$ cat config.mk
export PLATFORM = sky130hd
export DESIGN_NAME = tom_ram
export DESIGN_NICKNAME = d
export VERILOG_FILES = /design/src/hdl/tom_ram.sv
export SDC_FILE = /design/constraint.sdc
export NUM_CORES = 2
export LEC_CHECK = 0
export BUFFER_PORTS_ARGS = -buffer_cell sky130_fd_sc_hd__buf_4
export CAP_MARGIN = 20
export CORE_MARGIN = 1
export CORE_UTILIZATION = 60
export DETAILED_ROUTE_END_ITERATION = 6
export PLACE_DENSITY = 0.76
export SLEW_MARGIN = 0
export SYNTH_ARGS = -nofsm -noshare
export SYNTH_HDL_FRONTEND = slang
export SYNTH_SLANG_ARGS = --single-unit
$ cat constraint.sdc
create_clock -name clk -period 4.1 [get_ports clk]
set_clock_uncertainty 0.15 [all_clocks]
set_input_delay 0.82 -clock clk [delete_from_list [all_inputs] [get_ports clk]]
set_output_delay 0.82 -clock clk [all_outputs]
set_load 0.005 [all_outputs]
$ cat src/hdl/tom_ram.sv
// Generic single-write, single-read RAM with registered read data.
`default_nettype none
module tom_ram #(
  parameter int WIDTH = 16,
  parameter int DEPTH = 256
) (
  input  wire logic                     clk,
  input  wire logic                     we,
  input  wire logic [$clog2(DEPTH)-1:0] waddr,
  input  wire logic [WIDTH-1:0]         wdata,
  input  wire logic [$clog2(DEPTH)-1:0] raddr,
  output logic      [WIDTH-1:0]         rdata
);

  logic [WIDTH-1:0] mem [DEPTH];

  always_ff @(posedge clk) begin
    if (we) begin
      mem[waddr] <= wdata;
    end
    rdata <= mem[raddr];
  end

endmodule
`default_nettype wire

==> run_results.csv <==
group,metric,value,unit
run_status,status,"finished clean",
timing,tightest_slew,1180,ps
worst_setup_path,critPathArrivalTime,4210,ps
global_route,grt_pass1_wl,595000,µm
floorplan,core_area,0.263,mm²
yosys,ys_ff_latch,4112,
cts,cts.sinks,4112,
route,vias,82400,
timing,rsz0062_at_grt,"no",
worst_setup_path,crit_path_end_kind,"register",
global_route,grt_max_degree,123,
placement,globalplace.congestion,0.942,
global_route,antenna_found_initial,25,
global_route,grt_overflow,0,
placement,port_buffers,49,
route,wl_per_cell,35.4,µm
route,antenna_left,0,
final_layout,drive_gt1_share,26.3,%
timing,max_freq,0.282,GHz
timing,timing.final.crit_share,86.6,%
timing,post-route-min-period,3550,ps
floorplan,dieArea,0.267,mm²
cts,post_cts_buffers,0,
route,met2_length,199000,µm
timing,setup_viol,0,
power,power_leakage,0.0578,µW
power,ir_drop,0.432,mV
final_layout,fin_util,68.5,%
floorplan,fp-row-count,188,
yosys,synth_ff_type,"edfxtp_1",
flow_run,cap_violations,0,
floorplan,die_h,516,µm
timing,maxSlewViolCount,0,
yosys,synth_top_area_share,77.5,%
worst_setup_path,crit_fanout,40,
yosys,yosysUniqueCellTypes,52,
timing,setup_slack,548,ps
floorplan,initial_core_util,60.4,%
floorplan,pin_count,50,
power,power.density,484,mW/mm²
cts,numCtsBuffers,399,
timing,finalHoldViolations,0,
yosys,synthesis.nets,7394,
placement,dp_hpwl,245000,µm
yosys,yosysSeqAreaShare,77.7,%
yosys,yosysMostFrequentCell,"edfxtp_1",
final_layout,area_growth_syn_to_layout,13.3,%
timing,maxSlewHeadroom,20.2,%
route,vias_per_cell,6.95,
placement,dpl_worst_slack,-206,ps
yosys,async_reset_ff_share,0,%
route,drtPass1Iterations,6,
yosys,syn-cell-area,0.159,mm²
cts,cts_max_level,5,
final_layout,final_nets,8042,
timing,tns,0,ps
yosys,synthTopCellsByCount,"4096 x edfxtp_1, 797 x mux4_2, 565 x mux2i_1",
route,wl_met1,145000,µm
route,drc,0,
power,p_total,87100,µW
worst_setup_path,required,4760,ps
floorplan,fp.dieW,516,µm
yosys,netlist_instances,7360,
cts,clk_latency,970,ps
worst_setup_path,start_kind,"input pin",
cts,cts_tree,"done",
yosys,synth_edf_count,4096,
yosys,synth.largest_area_cell,"edfxtp_1",
route,wirelength,420000,µm
cts,hold_buffers,0,
worst_setup_path,crit_type,"input pin to register",
cts,root_buffer,"clkbuf_16",
route,highest_layer,"met5",
yosys,yosys-top-cells-area,"edfxtp_1 77%, mux4_2 11%, mux2i_1 3.6%",
route,drt_iter0_drc,13000,
final_layout,num-fill-cells,15400,
yosys,synth_warnings,0,
global_route,track_usage,31.7,%
min_path,hold_path.class,"input pin to register",
cts,ctsResizeCount,0,
cts,ctsLongestPathBuffers,4,
yosys,syn_avg_cell_area,21.6,µm²
cts,clk_pin_slew,60,ps
route,route.met3.wl,54800,µm
global_route,grt_pass1_vias,81700,
==> registers in the layout, indices dropped and copies added, names as in the netlist <==
name   cells
mem     4096
rdata     16
==> through the flow <==
step / cells / hold slack, ps / area [µm²]
floorplan: 7360 / 704 / 159000
global placement: 11100 / 883 / 167000
detailed placement: 11100 / 885 / 167000
CTS: 11800 / 205 / 180000
global route: 11900 / 230 / 180000
finish: 11900 / 207 / 180000
==> where the power goes <==
| group | switching, µW | internal (µW) | total [µW] |
|---|---|---|---|
| clock | 15600 | 20500 | 36100 |
| combinational | 2930 | 1630 | 4560 |
| sequential | 80.7 | 46300 | 46400 |
| total | 18600 | 68500 | 87100 |
==> layer usage <==
| layer | GRT usage (%) | vias to the layer above |
|---|---|---|
| met5 | 0 | - |
| met4 | 14.4 | 14 |
| met3 | 7.71 | 1087 |
| met2 | 49.5 | 6253 |
| met1 | 42.9 | 42500 |
| li1 | - | 32600 |
==> placed cells by master, fill, tap and decap left out, drive strengths merged, types with 3 or more instances in the layout <==
cell type,count
and3,11
clkinv,182
buf,698
nand2,38
a31oi,6
inv,14
mux4,797
clkbuf,481
dfxtp,16
nor2,304
a21oi,175
a22oi,43
a211oi,18
o21ai,38
a22o,32
mux2i,565
o32ai,21
nand4,26
edfxtp,4096
o22ai,148
clkinvlp,17
a2111oi,6
o221ai,253
nand2b,3
nand4b,3
o31ai,16
nor3,92
nor4,18
nor2b,9
a221oi,28
nand3,35
diode,15
bufinv,39
or2,5
mux2,88
==> layout make-up <==
type                    count  area [µm²]  share of cell area, %
diodes                     15        37.5                 0.0209
clock buffers             480       10400                   5.78
clock inverters           248        2350                   1.30
inverters                   4        27.5                 0.0153
multi-input cells        2792       32900                   18.3
flip-flops and latches   4112      123000                   68.5
well taps                3515        4400                   2.44
repair buffers            699        6520                   3.62
==> worst max-delay path, stage by stage <==
cell and delay [ps]:
buf_8 260, nand2b_4 320, buf_4 430, o221ai_1 400, a21oi_1 130, o31ai_1 820
o32ai_1 440, buf_4 260, nor4_1 260
==> path summary, 6_finish.rpt <==
check                      to  slack (ps)         start  cells past startpoint
setup / recovery     rdata[2]         550      raddr[1]                      9
hold / removal    mem[74][10]         210     wdata[10]                      1
setup reg to reg     rdata[2]         840     mem[9][2]                      7
hold reg to reg     rdata[14]         890  mem[122][14]                      6
==> cells by family after synthesis <==
group	Yosys count	synth area share, %
compound gates	786	3.54
simple gates	556	1.57
mux	1450	15.5
flops	4112	77.7
buf+inv	456	1.69
Note: power is estimated with default switching activity, not from simulation.
